File: config.mk
export PLATFORM = sky130hd
export DESIGN_NAME = gpu_dvfs_core_scaling_governor
export DESIGN_NICKNAME = d
export VERILOG_FILES = /design/src/design/gdcsg_pkg.sv /design/src/design/gdcsg_regs.sv /design/src/design/gdcsg_core.sv /design/src/design/gpu_dvfs_core_scaling_governor.sv
export SDC_FILE = /design/constraint.sdc
export NUM_CORES = 1
export LEC_CHECK = 0
export CAP_MARGIN = 30
export CORE_MARGIN = 1
export CORE_UTILIZATION = 65
export CTS_CLUSTER_SIZE = 28
export DETAILED_ROUTE_END_ITERATION = 12
export DONT_BUFFER_PORTS = 1
export PLACE_DENSITY = 0.81
export SYNTH_ARGS = -nofsm -noshare
export SYNTH_HDL_FRONTEND = slang
export SYNTH_SLANG_ARGS = --single-unit
export TNS_END_PERCENT = 100
File: constraint.sdc
create_clock -name clk -period 5.34 [get_ports clk]
set_clock_uncertainty 0.1 [all_clocks]
set_input_delay 0 -clock clk [delete_from_list [all_inputs] [get_ports clk]]
set_output_delay 0 -clock clk [all_outputs]
set_load 0.02 [all_outputs]
File: src/design/gdcsg_pkg.sv
// ----------------------------------------------------------------------------
// gdcsg_pkg: shared types and constants for the DVFS core scaling governor
// Register map, operation and mode codes, load thresholds and step table.
// ----------------------------------------------------------------------------
package gdcsg_pkg;

  typedef enum logic [1:0] {
    MODE_CORE_ONLY  = 2'd0,
    MODE_FREQ_CORES = 2'd1,
    MODE_DISABLED   = 2'd2,
    MODE_TURBO      = 2'd3
  } mode_t;

  typedef enum logic [1:0] {
    OP_SAMPLE  = 2'd0,
    OP_PREHEAT = 2'd1,
    OP_RESTART = 2'd2
  } op_t;

  typedef enum logic [2:0] {
    REG_GOV_MODE     = 3'd0,
    REG_MIN_STEP     = 3'd1,
    REG_MAX_STEP     = 3'd2,
    REG_TURBO_STEP   = 3'd3,
    REG_FIXED_STEP   = 3'd4,
    REG_MIN_CORES    = 3'd5,
    REG_TOTAL_CORES  = 3'd6,
    REG_INITIAL_STEP = 3'd7
  } reg_idx_t;

  typedef struct packed {
    mode_t       gov_mode;
    logic [2:0]  min_step;
    logic [2:0]  max_step;
    logic [2:0]  turbo_step;
    logic [2:0]  fixed_step;
    logic [3:0]  min_cores;
    logic [3:0]  total_cores;
  } cfg_t;

  typedef struct packed {
    logic [2:0] cur_step;
    logic [2:0] applied_step;
    logic [3:0] cores;
  } gov_state_t;

  typedef struct packed {
    logic [2:0] step;
    logic [2:0] freq_level;
    logic [3:0] cores_enabled;
    logic       apply_request;
  } result_t;

  // Register reset values
  localparam mode_t      RstGovMode     = MODE_FREQ_CORES;
  localparam logic [2:0] RstMinStep     = 3'd0;
  localparam logic [2:0] RstMaxStep     = 3'd3;
  localparam logic [2:0] RstTurboStep   = 3'd4;
  localparam logic [2:0] RstFixedStep   = 3'd3;
  localparam logic [3:0] RstMinCores    = 4'd1;
  localparam logic [3:0] RstTotalCores  = 4'd6;
  localparam logic [2:0] RstInitialStep = 3'd3;

  // Load thresholds (256 = fully busy)
  localparam logic [7:0] FastUpLimit  = 8'd205;
  localparam logic [7:0] PpAllCoresFs = 8'd205;
  localparam logic [7:0] PpDropFs     = 8'd77;
  localparam logic [7:0] PpAllCores   = 8'd230;
  localparam logic [7:0] PpOneMore    = 8'd128;
  localparam logic [7:0] PpHold       = 8'd102;

  // Rows of the step table; steps at or past this read all zeros
  localparam int TableEntries = 6;

  function automatic logic [2:0] row_freq(input logic [2:0] s);
    logic [2:0] f;
    f = 3'd0;
    if (int'(s) < TableEntries) begin
      case (s)
        3'd1:    f = 3'd1;
        3'd2:    f = 3'd2;
        3'd3:    f = 3'd3;
        3'd4:    f = 3'd4;
        default: f = 3'd0;
      endcase
    end
    return f;
  endfunction

  function automatic logic [8:0] row_down(input logic [2:0] s);
    logic [8:0] d;
    d = 9'd0;
    if (int'(s) < TableEntries) begin
      case (s)
        3'd1:    d = 9'd152;
        3'd2:    d = 9'd180;
        3'd3:    d = 9'd205;
        3'd4:    d = 9'd230;
        default: d = 9'd0;
      endcase
    end
    return d;
  endfunction

  function automatic logic [8:0] row_up(input logic [2:0] s);
    logic [8:0] u;
    u = 9'd0;
    if (int'(s) < TableEntries) begin
      case (s)
        3'd0:    u = 9'd200;
        3'd1:    u = 9'd205;
        3'd2:    u = 9'd212;
        3'd3:    u = 9'd236;
        3'd4:    u = 9'd256;
        default: u = 9'd0;
      endcase
    end
    return u;
  endfunction

endpackage

File: src/design/gdcsg_regs.sv
// ----------------------------------------------------------------------------
// gdcsg_regs: configuration register file
// Write-only registers loaded from the plain write port.
// ----------------------------------------------------------------------------
module gdcsg_regs import gdcsg_pkg::*; (
  input  logic       clk,
  input  logic       rst,
  input  logic       cfg_write,
  input  logic [2:0] cfg_index,
  input  logic [3:0] cfg_data,
  output cfg_t       cfg
);

  always_ff @(posedge clk) begin
    if (rst) begin
      cfg.gov_mode     <= RstGovMode;
      cfg.min_step     <= RstMinStep;
      cfg.max_step     <= RstMaxStep;
      cfg.turbo_step   <= RstTurboStep;
      cfg.fixed_step   <= RstFixedStep;
      cfg.min_cores    <= RstMinCores;
      cfg.total_cores  <= RstTotalCores;
    end else if (cfg_write) begin
      case (reg_idx_t'(cfg_index))
        REG_GOV_MODE:     cfg.gov_mode     <= mode_t'(cfg_data[1:0]);
        REG_MIN_STEP:     cfg.min_step     <= cfg_data[2:0];
        REG_MAX_STEP:     cfg.max_step     <= cfg_data[2:0];
        REG_TURBO_STEP:   cfg.turbo_step   <= cfg_data[2:0];
        REG_FIXED_STEP:   cfg.fixed_step   <= cfg_data[2:0];
        REG_MIN_CORES:    cfg.min_cores    <= cfg_data;
        REG_TOTAL_CORES:  cfg.total_cores  <= cfg_data;
        // initial step only acts at reset, where its reset value applies
        REG_INITIAL_STEP: ;
        default: ;
      endcase
    end
  end

endmodule

File: src/design/gdcsg_core.sv
// ----------------------------------------------------------------------------
// gdcsg_core: governor decision logic
// Next step, core count and apply flag for one item, from current state.
// ----------------------------------------------------------------------------
module gdcsg_core import gdcsg_pkg::*; (
  input  cfg_t       cfg,
  input  gov_state_t cur,
  input  logic [1:0] operation,
  input  logic [7:0] gpu_load,
  input  logic [7:0] pp_load,
  output gov_state_t nxt,
  output result_t    res
);

  logic can_add;
  logic can_drop;
  logic apply;

  assign can_add  = cur.cores < cfg.total_cores;
  assign can_drop = cfg.min_cores < cur.cores;

  always_comb begin
    nxt   = cur;
    apply = 1'b0;
    case (op_t'(operation))
      OP_SAMPLE: begin
        case (cfg.gov_mode)
          MODE_FREQ_CORES: begin
            if ({1'b0, gpu_load} >= row_up(cur.cur_step)) begin
              if (gpu_load < FastUpLimit && cur.cur_step < cfg.max_step) begin
                nxt.cur_step = cur.cur_step + 3'd1;
              end else begin
                nxt.cur_step = cfg.max_step;
              end
              if (can_add) begin
                nxt.cores = (pp_load > PpAllCoresFs) ? cfg.total_cores
                                                     : cur.cores + 4'd1;
              end
            end else if ({1'b0, gpu_load} < row_down(cur.cur_step) &&
                         cur.cur_step > cfg.min_step) begin
              nxt.cur_step = cur.cur_step - 3'd1;
            end else if (pp_load < PpDropFs && can_drop) begin
              nxt.cores = cur.cores - 4'd1;
            end
            apply = (nxt.cores != cfg.total_cores) ||
                    (row_freq(nxt.cur_step) != row_freq(cur.applied_step));
          end
          MODE_CORE_ONLY: begin
            nxt.cur_step = cfg.fixed_step;
            if (pp_load > PpAllCores) begin
              if (can_add) begin
                nxt.cores = cfg.total_cores;
                apply     = 1'b1;
              end
            end else if (pp_load > PpOneMore) begin
              if (can_add) begin
                nxt.cores = cur.cores + 4'd1;
                apply     = 1'b1;
              end
            end else if (pp_load > PpHold) begin
              apply = 1'b0;
            end else if (pp_load != 8'd0 && can_drop) begin
              nxt.cores = cur.cores - 4'd1;
              apply     = 1'b1;
            end
          end
          default: ;
        endcase
      end
      OP_PREHEAT: begin
        if (can_add) begin
          nxt.cores = cfg.total_cores;
          apply     = 1'b1;
        end
      end
      OP_RESTART: begin
        nxt.cur_step = (cfg.gov_mode == MODE_TURBO) ? cfg.turbo_step : cfg.max_step;
        if (can_add) begin
          nxt.cores = cfg.total_cores;
        end
        apply = 1'b1;
      end
      default: ;
    endcase
    // clock is only re-applied when the table index really moves
    if (apply && row_freq(nxt.cur_step) != row_freq(cur.applied_step)) begin
      nxt.applied_step = nxt.cur_step;
    end
  end

  assign res.step          = nxt.cur_step;
  assign res.freq_level    = row_freq(nxt.cur_step);
  assign res.cores_enabled = nxt.cores;
  assign res.apply_request = apply;

endmodule

File: src/design/gpu_dvfs_core_scaling_governor.sv
// ----------------------------------------------------------------------------
// gpu_dvfs_core_scaling_governor: utilization-threshold DVFS governor
// Input register, single-pass decision logic, state and result registers.
// ----------------------------------------------------------------------------
// Each transfer on the input side (load sample, preheat or restart) yields
// exactly one result, held in the input register until the result register
// takes it while the output side is not stalled. The block sustains one
// item per cycle while results are taken: each decision is one pass of
// compare logic between the input register and the result register, and
// the governor state is updated in the same edge the result is loaded, so
// the next item already sees it. The input accepts while its register is
// empty or drains into a free or draining result register. Configuration
// writes take effect on the next edge and do not touch the governor state.
// ----------------------------------------------------------------------------
module gpu_dvfs_core_scaling_governor import gdcsg_pkg::*; (
  input  logic       clk,
  input  logic       rst,
  input  logic       cfg_write,
  input  logic [2:0] cfg_index,
  input  logic [3:0] cfg_data,
  input  logic       in_valid,
  output logic       in_ready,
  input  logic [1:0] operation,
  input  logic [7:0] gpu_load,
  input  logic [7:0] pp_load,
  output logic       out_valid,
  input  logic       out_ready,
  output logic [2:0] step,
  output logic [2:0] freq_level,
  output logic [3:0] cores_enabled,
  output logic       apply_request
);

  cfg_t       cfg;
  gov_state_t gov;
  gov_state_t gov_next;
  result_t    res_next;

  logic       s_valid;
  logic [1:0] s_op;
  logic [7:0] s_gpu;
  logic [7:0] s_pp;
  logic       advance;

  gdcsg_regs u_regs (
    .clk       (clk),
    .rst       (rst),
    .cfg_write (cfg_write),
    .cfg_index (cfg_index),
    .cfg_data  (cfg_data),
    .cfg       (cfg)
  );

  gdcsg_core u_core (
    .cfg       (cfg),
    .cur       (gov),
    .operation (s_op),
    .gpu_load  (s_gpu),
    .pp_load   (s_pp),
    .nxt       (gov_next),
    .res       (res_next)
  );

  assign advance  = s_valid && (!out_valid || out_ready);
  assign in_ready = !s_valid || advance;

  // input register
  always_ff @(posedge clk) begin
    if (rst) begin
      s_valid <= 1'b0;
    end else if (in_ready) begin
      s_valid <= in_valid;
    end
  end

  always_ff @(posedge clk) begin
    if (in_ready && in_valid) begin
      s_op  <= operation;
      s_gpu <= gpu_load;
      s_pp  <= pp_load;
    end
  end

  // governor state
  always_ff @(posedge clk) begin
    if (rst) begin
      gov.cur_step     <= RstInitialStep;
      gov.applied_step <= RstInitialStep;
      gov.cores        <= RstTotalCores;
    end else if (advance) begin
      gov <= gov_next;
    end
  end

  // result register
  always_ff @(posedge clk) begin
    if (rst) begin
      out_valid <= 1'b0;
    end else if (advance) begin
      out_valid <= 1'b1;
    end else if (out_ready) begin
      out_valid <= 1'b0;
    end
  end

  always_ff @(posedge clk) begin
    if (advance) begin
      step          <= res_next.step;
      freq_level    <= res_next.freq_level;
      cores_enabled <= res_next.cores_enabled;
      apply_request <= res_next.apply_request;
    end
  end

endmodule

==> impl_metrics.ini, run 1 <==
[run_status]
status = finished clean

[clock_network]
clk_pin_slew_worst_paths_ns = 0.08
cts.htree.levels = 3
clockBufferDepth = 2
cts_buffers = 9
cts_sinks = 63
clock_latency_ns = 0.37
root_buffer = clkbuf_8
cts_tree = done

[synthesis]
postSynthCellCount = 525
ys.flop_type = dfxtp_1
ys_types = 76
synth_edf_count = 29
async_flop_share_pct = 0
ys.warnings.count = 0
synthesis.area_mm2 = 0.00464
syn_nets = 592
syn_area_per_cell_um2 = 8.84
ys_ff_latch = 63
synth-seq-area-share_pct = 33.4

[global_routing]
antenna_found_initial = 0
grt-ovfl-total = 0
grt_pass1_wl_um = 22500
gr-usage-all-layers_pct = 39.8
grt_max_degree = 22
grt_pass1_vias = 4222

[floorplanning]
die_y_um = 86.5
dieArea_mm2 = 0.00748
start_util_pct = 67.9
coreArea_mm2 = 0.00683
io_pins = 43
row_count = 30
die_w_um = 86.5

[routing]
dr.pass1.iters = 8
vias = 4613
drtAntennaViolNets = 0
drc = 0
drt_iter0_drc = 615
wl_per_cell_um = 22.0
wl_um = 14400
vias_per_cell = 7.05

[timing]
max_freq_ghz = 0.202
drv_slew = 0
final_hold_viol_count = 0
slew_headroom_pct = 33.7
rsz0062_at_grt = no
finalSetupTns_ns = 0
fin_crit_ns = 4.94
setup_viol = 0
period_share_pct = 92.5
tightestPinTransition_ns = 0.991

[worst_setup_path]
worstPathRequired_ns = 5.44
criticalPathCategory = reg -> reg
endpoint_kind = register
cp.arrival_ns = 5.04
critPathMaxFanout = 15
critPathLaunchType = register

[placed_design]
placed_cells = 605
port-buffer-count = 0
gp_congestion = 0.996
place_hpwl_um = 9030

[layout]
num_antenna_cells = 0
layout.nets = 620
area_growth_pct = 13.6
instances_no_fill = 654
drive_gt1_share_pct = 8.06
final_util_pct = 77.2

[power]
peakVddDrop_mv = 0.238
p_leak_nw = 2.09
power_per_cell_area_mw_per_mm2 = 300

[hold_path]
worst_hold_path_type = in -> reg

[run]
cap_violations = 0
## kinds of logic after synthesis
group	Yosys count	synth area share (%)
and+or+nand+nor	180	19.6
AOI/OAI and AO/OA	156	25.0
DFF	63	33.4
buffers and inverters	54	4.61
adders and majority gates	37	9.97
muxes	26	5.74
xor gates and xnor gates	9	1.70
## layout make-up
class                      instances  area, um2
clock buffer                       9        124
tap                               96        120
clock inverter                     7        104
multi-input combinational        408       2880
timing repair buffer              37        370
fill                             444       1560
sequential                        63       1550
inverter                          34        128
## worst max-delay path: stages, from the launching register on
cell	delay (ns)
dfxtp_1	0.39
inv_1	0.27
ha_1	0.35
nand3b_4	0.16
o21ai_2	0.13
inv_1	0.09
a221o_1	0.37
a21boi_0	0.16
ha_1	0.33
o21a_1	0.13
o211a_1	0.18
a22o_1	0.46
nand3_1	0.19
o311a_1	0.21
a21oi_1	0.37
inv_1	0.16
nand3_1	0.11
a31oi_1	0.07
a21oi_1	0.22
and3_4	0.23
o211ai_1	0.08
## worst paths after layout
check,from,endpoint,slack (ns),depth (start not counted)
setup / recovery,gov[7],gov[5],0.40,20
hold / removal,cfg_index[2],u_regs.cfg[3],0.04,3
setup reg to reg,gov[7],gov[5],0.40,20
hold reg to reg,u_regs.cfg[8],u_regs.cfg[8],0.43,2
## stage by stage
step                hold WS, ns  power (mW)  cell area (um2)  setup WS, ns
global route             0.0802        1.64             5270       0.00904
floorplan              -0.00113       0.922             4640         0.976
detailed placement      -0.0227        1.02             4710         0.472
CTS                     0.00163        1.52             5250         0.440
global placement        -0.0252        1.01             4710         0.551
finish                   0.0407        1.58             5270         0.399
## state kept, by name, summed over array words and instances (netlist names)
| signal | flops |
|---|---|
| gov | 10 |
| step | 3 |
| s_gpu | 8 |
| cores_enabled | 4 |
| s_pp | 8 |
| s_valid | 1 |
| s_op | 2 |
| freq_level | 3 |
| out_valid | 1 |
| u_regs.cfg | 22 |
| apply_request | 1 |
## timing repair
item / 4_1_cts / 5_1_grt
gates resized for setup: 0 / 1
setup buffers: 0 / 1
hold buffers: 32 / 0
endpoints found under the hold margin: 48 / 0
setup endpoints to repair: 0 / 3
## synthesized netlist by cell type (6+ instances only)
master    number  area [um2]
a211oi_1      13        97.6
a21oi_1       27         135
a311oi_1       7        61.3
clkbuf_1      16        60.1
dfxtp_1       34         681
edfxtp_1      29         871
ha_1          37         463
inv_1         31         116
mux2i_1       21         210
nand2_1       46         173
nand2b_1       8        50.1
nand3_1       25         125
nand4_1        6        37.5
nor2_1        42         158
nor3_1        18        90.1
o211ai_1      11        82.6
o21ai_0       26         130
xnor2_1        8        70.1
## where the power goes
group / internal, mW / switching [mW] / leakage (nW) / total [mW]
logic: 0.208 / 0.292 / 1.42 / 0.500
clock network: 0.269 / 0.237 / 0.114 / 0.506
registers: 0.534 / 0.0411 / 0.556 / 0.575
## placed cells by master (no fill, tap or decap), types with 5 or more instances in the layout
| cell type | netlist | layout |
|---|---|---|
| a211oi_1 | 13 | 13 |
| a21boi_0 | 5 | 5 |
| a21o_1 | 5 | 5 |
| a21oi_1 | 27 | 27 |
| a311oi_1 | 7 | 7 |
| a31oi_1 | 5 | 5 |
| clkbuf_8 | 0 | 9 |
| dfxtp_1 | 34 | 34 |
| dlygate4sd3_1 | 0 | 32 |
| edfxtp_1 | 29 | 29 |
| ha_1 | 37 | 37 |
| inv_1 | 31 | 31 |
| mux2_2 | 5 | 5 |
| mux2i_1 | 21 | 21 |
| nand2_1 | 46 | 46 |
| nand2b_1 | 8 | 8 |
| nand3_1 | 25 | 25 |
| nand4_1 | 6 | 6 |
| nor2_1 | 42 | 42 |
| nor2b_1 | 5 | 5 |
| nor3_1 | 18 | 18 |
| nor3b_1 | 5 | 5 |
| o211ai_1 | 11 | 11 |
| o21ai_0 | 26 | 26 |
| xnor2_1 | 8 | 8 |
## metal layers
metal | GRT usage (%) | up-vias | part of all wire, %
li1 | - | 2048 | -
met1 | 53.6 | 2148 | 40
met2 | 62.7 | 365 | 45
met3 | 9.81 | 52 | 11
met4 | 13.8 | 0 | 2.9
met5 | 0 | - | 0
(Power assumes the default switching activity.)
==> run 2: changes to the inputs <==
- GPL_TIMING_DRIVEN: not set -> 0
- SETUP_SLACK_MARGIN: not set -> 0.3
==> impl_metrics.ini, run 2 (same netlist as run 1, synthesis figures left out) <==
[run_status]
status = finished clean

[timing]
period_share_pct = 91.7
max_freq_ghz = 0.204
tightestPinTransition_ns = 0.909
finalSetupTns_ns = 0
slew_headroom_pct = 38.9
fin_crit_ns = 4.90
drv_slew = 0
rsz0062_at_grt = no
setup_viol = 0
final_hold_viol_count = 0
worst_slack_ns = 0.442

[floorplanning]
die_w_um = 86.5
dieArea_mm2 = 0.00748
io_pins = 43
row_count = 30
coreArea_mm2 = 0.00683
start_util_pct = 67.9
die_y_um = 86.5

[routing]
wl_per_cell_um = 23.1
drtAntennaViolNets = 0
drc = 0
wl_um = 15700
vias_per_cell = 7.19
drt_iter0_drc = 579
vias = 4875
dr.pass1.iters = 6

[power]
peakVddDrop_mv = 0.207
p_leak_nw = 2.13
power_per_cell_area_mw_per_mm2 = 283

[worst_setup_path]
r2r-start = gov[8]
critPathLaunchType = register
r2r_slack_ns = 0.44
endpoint_kind = register
critPathMaxFanout = 12
criticalPathCategory = reg -> reg
r2r-end = gov[6]
cp.arrival_ns = 5.04
worstPathRequired_ns = 5.48
rr_worst_depth = 20

[hold_path]
worst_hold_path_type = in -> reg
min_from = cfg_index[0]
whs_endpoint = u_regs.cfg[7]
worstHoldPathCells = 3

[layout]
final_util_pct = 79.0
layout.nets = 644
layout_common_cells = nand2_1 (46), nor2_1 (42), dlygate4sd3_1 (40)
largest_register_ffs = 22
drive_gt1_share_pct = 8.93
num_antenna_cells = 0
layout_commonest_cell = nand2_1
regMostFlops = u_regs.cfg
area_growth_pct = 16.2
largestRegisters = u_regs.cfg x22, gov x10

[clock_network]
clockBufferDepth = 2
cts_buffers = 9
clock_latency_ns = 0.36
root_buffer = clkbuf_8
cts_sinks = 63
clk_pin_slew_worst_paths_ns = 0.09
cts_tree = done
cts.htree.levels = 3

[placed_design]
post-place-ws_ns = 0.195
port-buffer-count = 0
gp_congestion = 0.976
place_hpwl_um = 9340

[global_routing]
grtUsageMet1_pct = 54.4
grt_pass1_wl_um = 24100
grt_max_degree = 19
antenna_found_initial = 0
met2_usage_pct = 66.3
busiest_layer = met2
grt-ovfl-total = 0
gr-usage-all-layers_pct = 42.8
grt_use_met3_pct = 10.2
grt_pass1_vias = 4479

[run]
cap_violations = 0
[run 2: cell types whose count changed in the layout (fill, tap and decap cells not counted), moves of 3 or more]
| cell | delta |
|---|---|
| clkbuf_1 | +15 |
| buf_4 | -3 |
| buf_2 | +3 |
| dlygate4sd3_1 | +8 |
[run 2: per-layer routing]
layer	wire [um]	up-vias
met5	0	-
met4	882	0
met3	1910	102
li1	-	2099
met2	7000	445
met1	5890	2229
[run 2: report_power, final]
part | switching [mW] | internal, mW | total [mW]
combinational | 0.317 | 0.210 | 0.527
sequential | 0.0366 | 0.534 | 0.571
clock | 0.211 | 0.216 | 0.427
total | 0.565 | 0.961 | 1.53
[run 2: through the flow]
step | std cells | instance area, um2 | hold WS, ns | power, mW
floorplan | 525 | 4640 | -0.00113 | 0.922
global placement | 621 | 4760 | -0.00108 | 1.01
detailed placement | 621 | 4760 | -0.00109 | 1.03
CTS | 678 | 5370 | 0.000494 | 1.46
global route | 678 | 5400 | 0.0419 | 1.57
finish | 678 | 5400 | 0.0373 | 1.53
[run 2: worst max path at each step]
stage	start	endpoint	depth (start not counted)
4_1_cts	gov[7]	gov[6]	21
6_report	gov[8]	gov[6]	20
3_5_place_dp	gov[8]	gov[6]	20
5_1_grt	gov[8]	gov[6]	21
2_1_floorplan	gov[7]	gov[6]	20
3_3_place_gp	gov[8]	gov[6]	20
[run 2: what timing repair did]
| item | CTS | global route |
|---|---|---|
| endpoints found under the setup margin | 3 | 4 |
| hold buffers | 40 | 0 |
| buffers inserted | 1 | 0 |
| cloned | 0 | 0 |
| resized for setup | 2 | 11 |
| hold endpoints to repair | 47 | 0 |
| pin swaps | 1 | 1 |
[run 2: area by class of cell]
type                       instances  area [um2]
tap                               96         120
sequential                        63        1560
multi-input combinational        408        2900
inverter                          34         128
fill                             443        1440
clock inverter                     7        72.6
timing repair buffer              41         408
buffer                            20        87.6
clock buffer                       9         124
[run 2: critical path: stages, from the launching register on]
cell      delay (ns)
dfxtp_4         0.41
inv_1           0.17
ha_2            0.28
nand3b_4        0.16
o21ai_2         0.15
inv_1           0.12
a221o_1         0.40
a21boi_0        0.17
ha_1            0.25
a211oi_1        0.30
o211ai_1        0.22
a22oi_2         0.20
buf_2           0.28
nor4_1          0.10
or4_1           0.51
a211oi_1        0.26
nand3_1         0.12
a31oi_1         0.17
a21oi_1         0.09
and3_4          0.22
mux2i_1         0.11
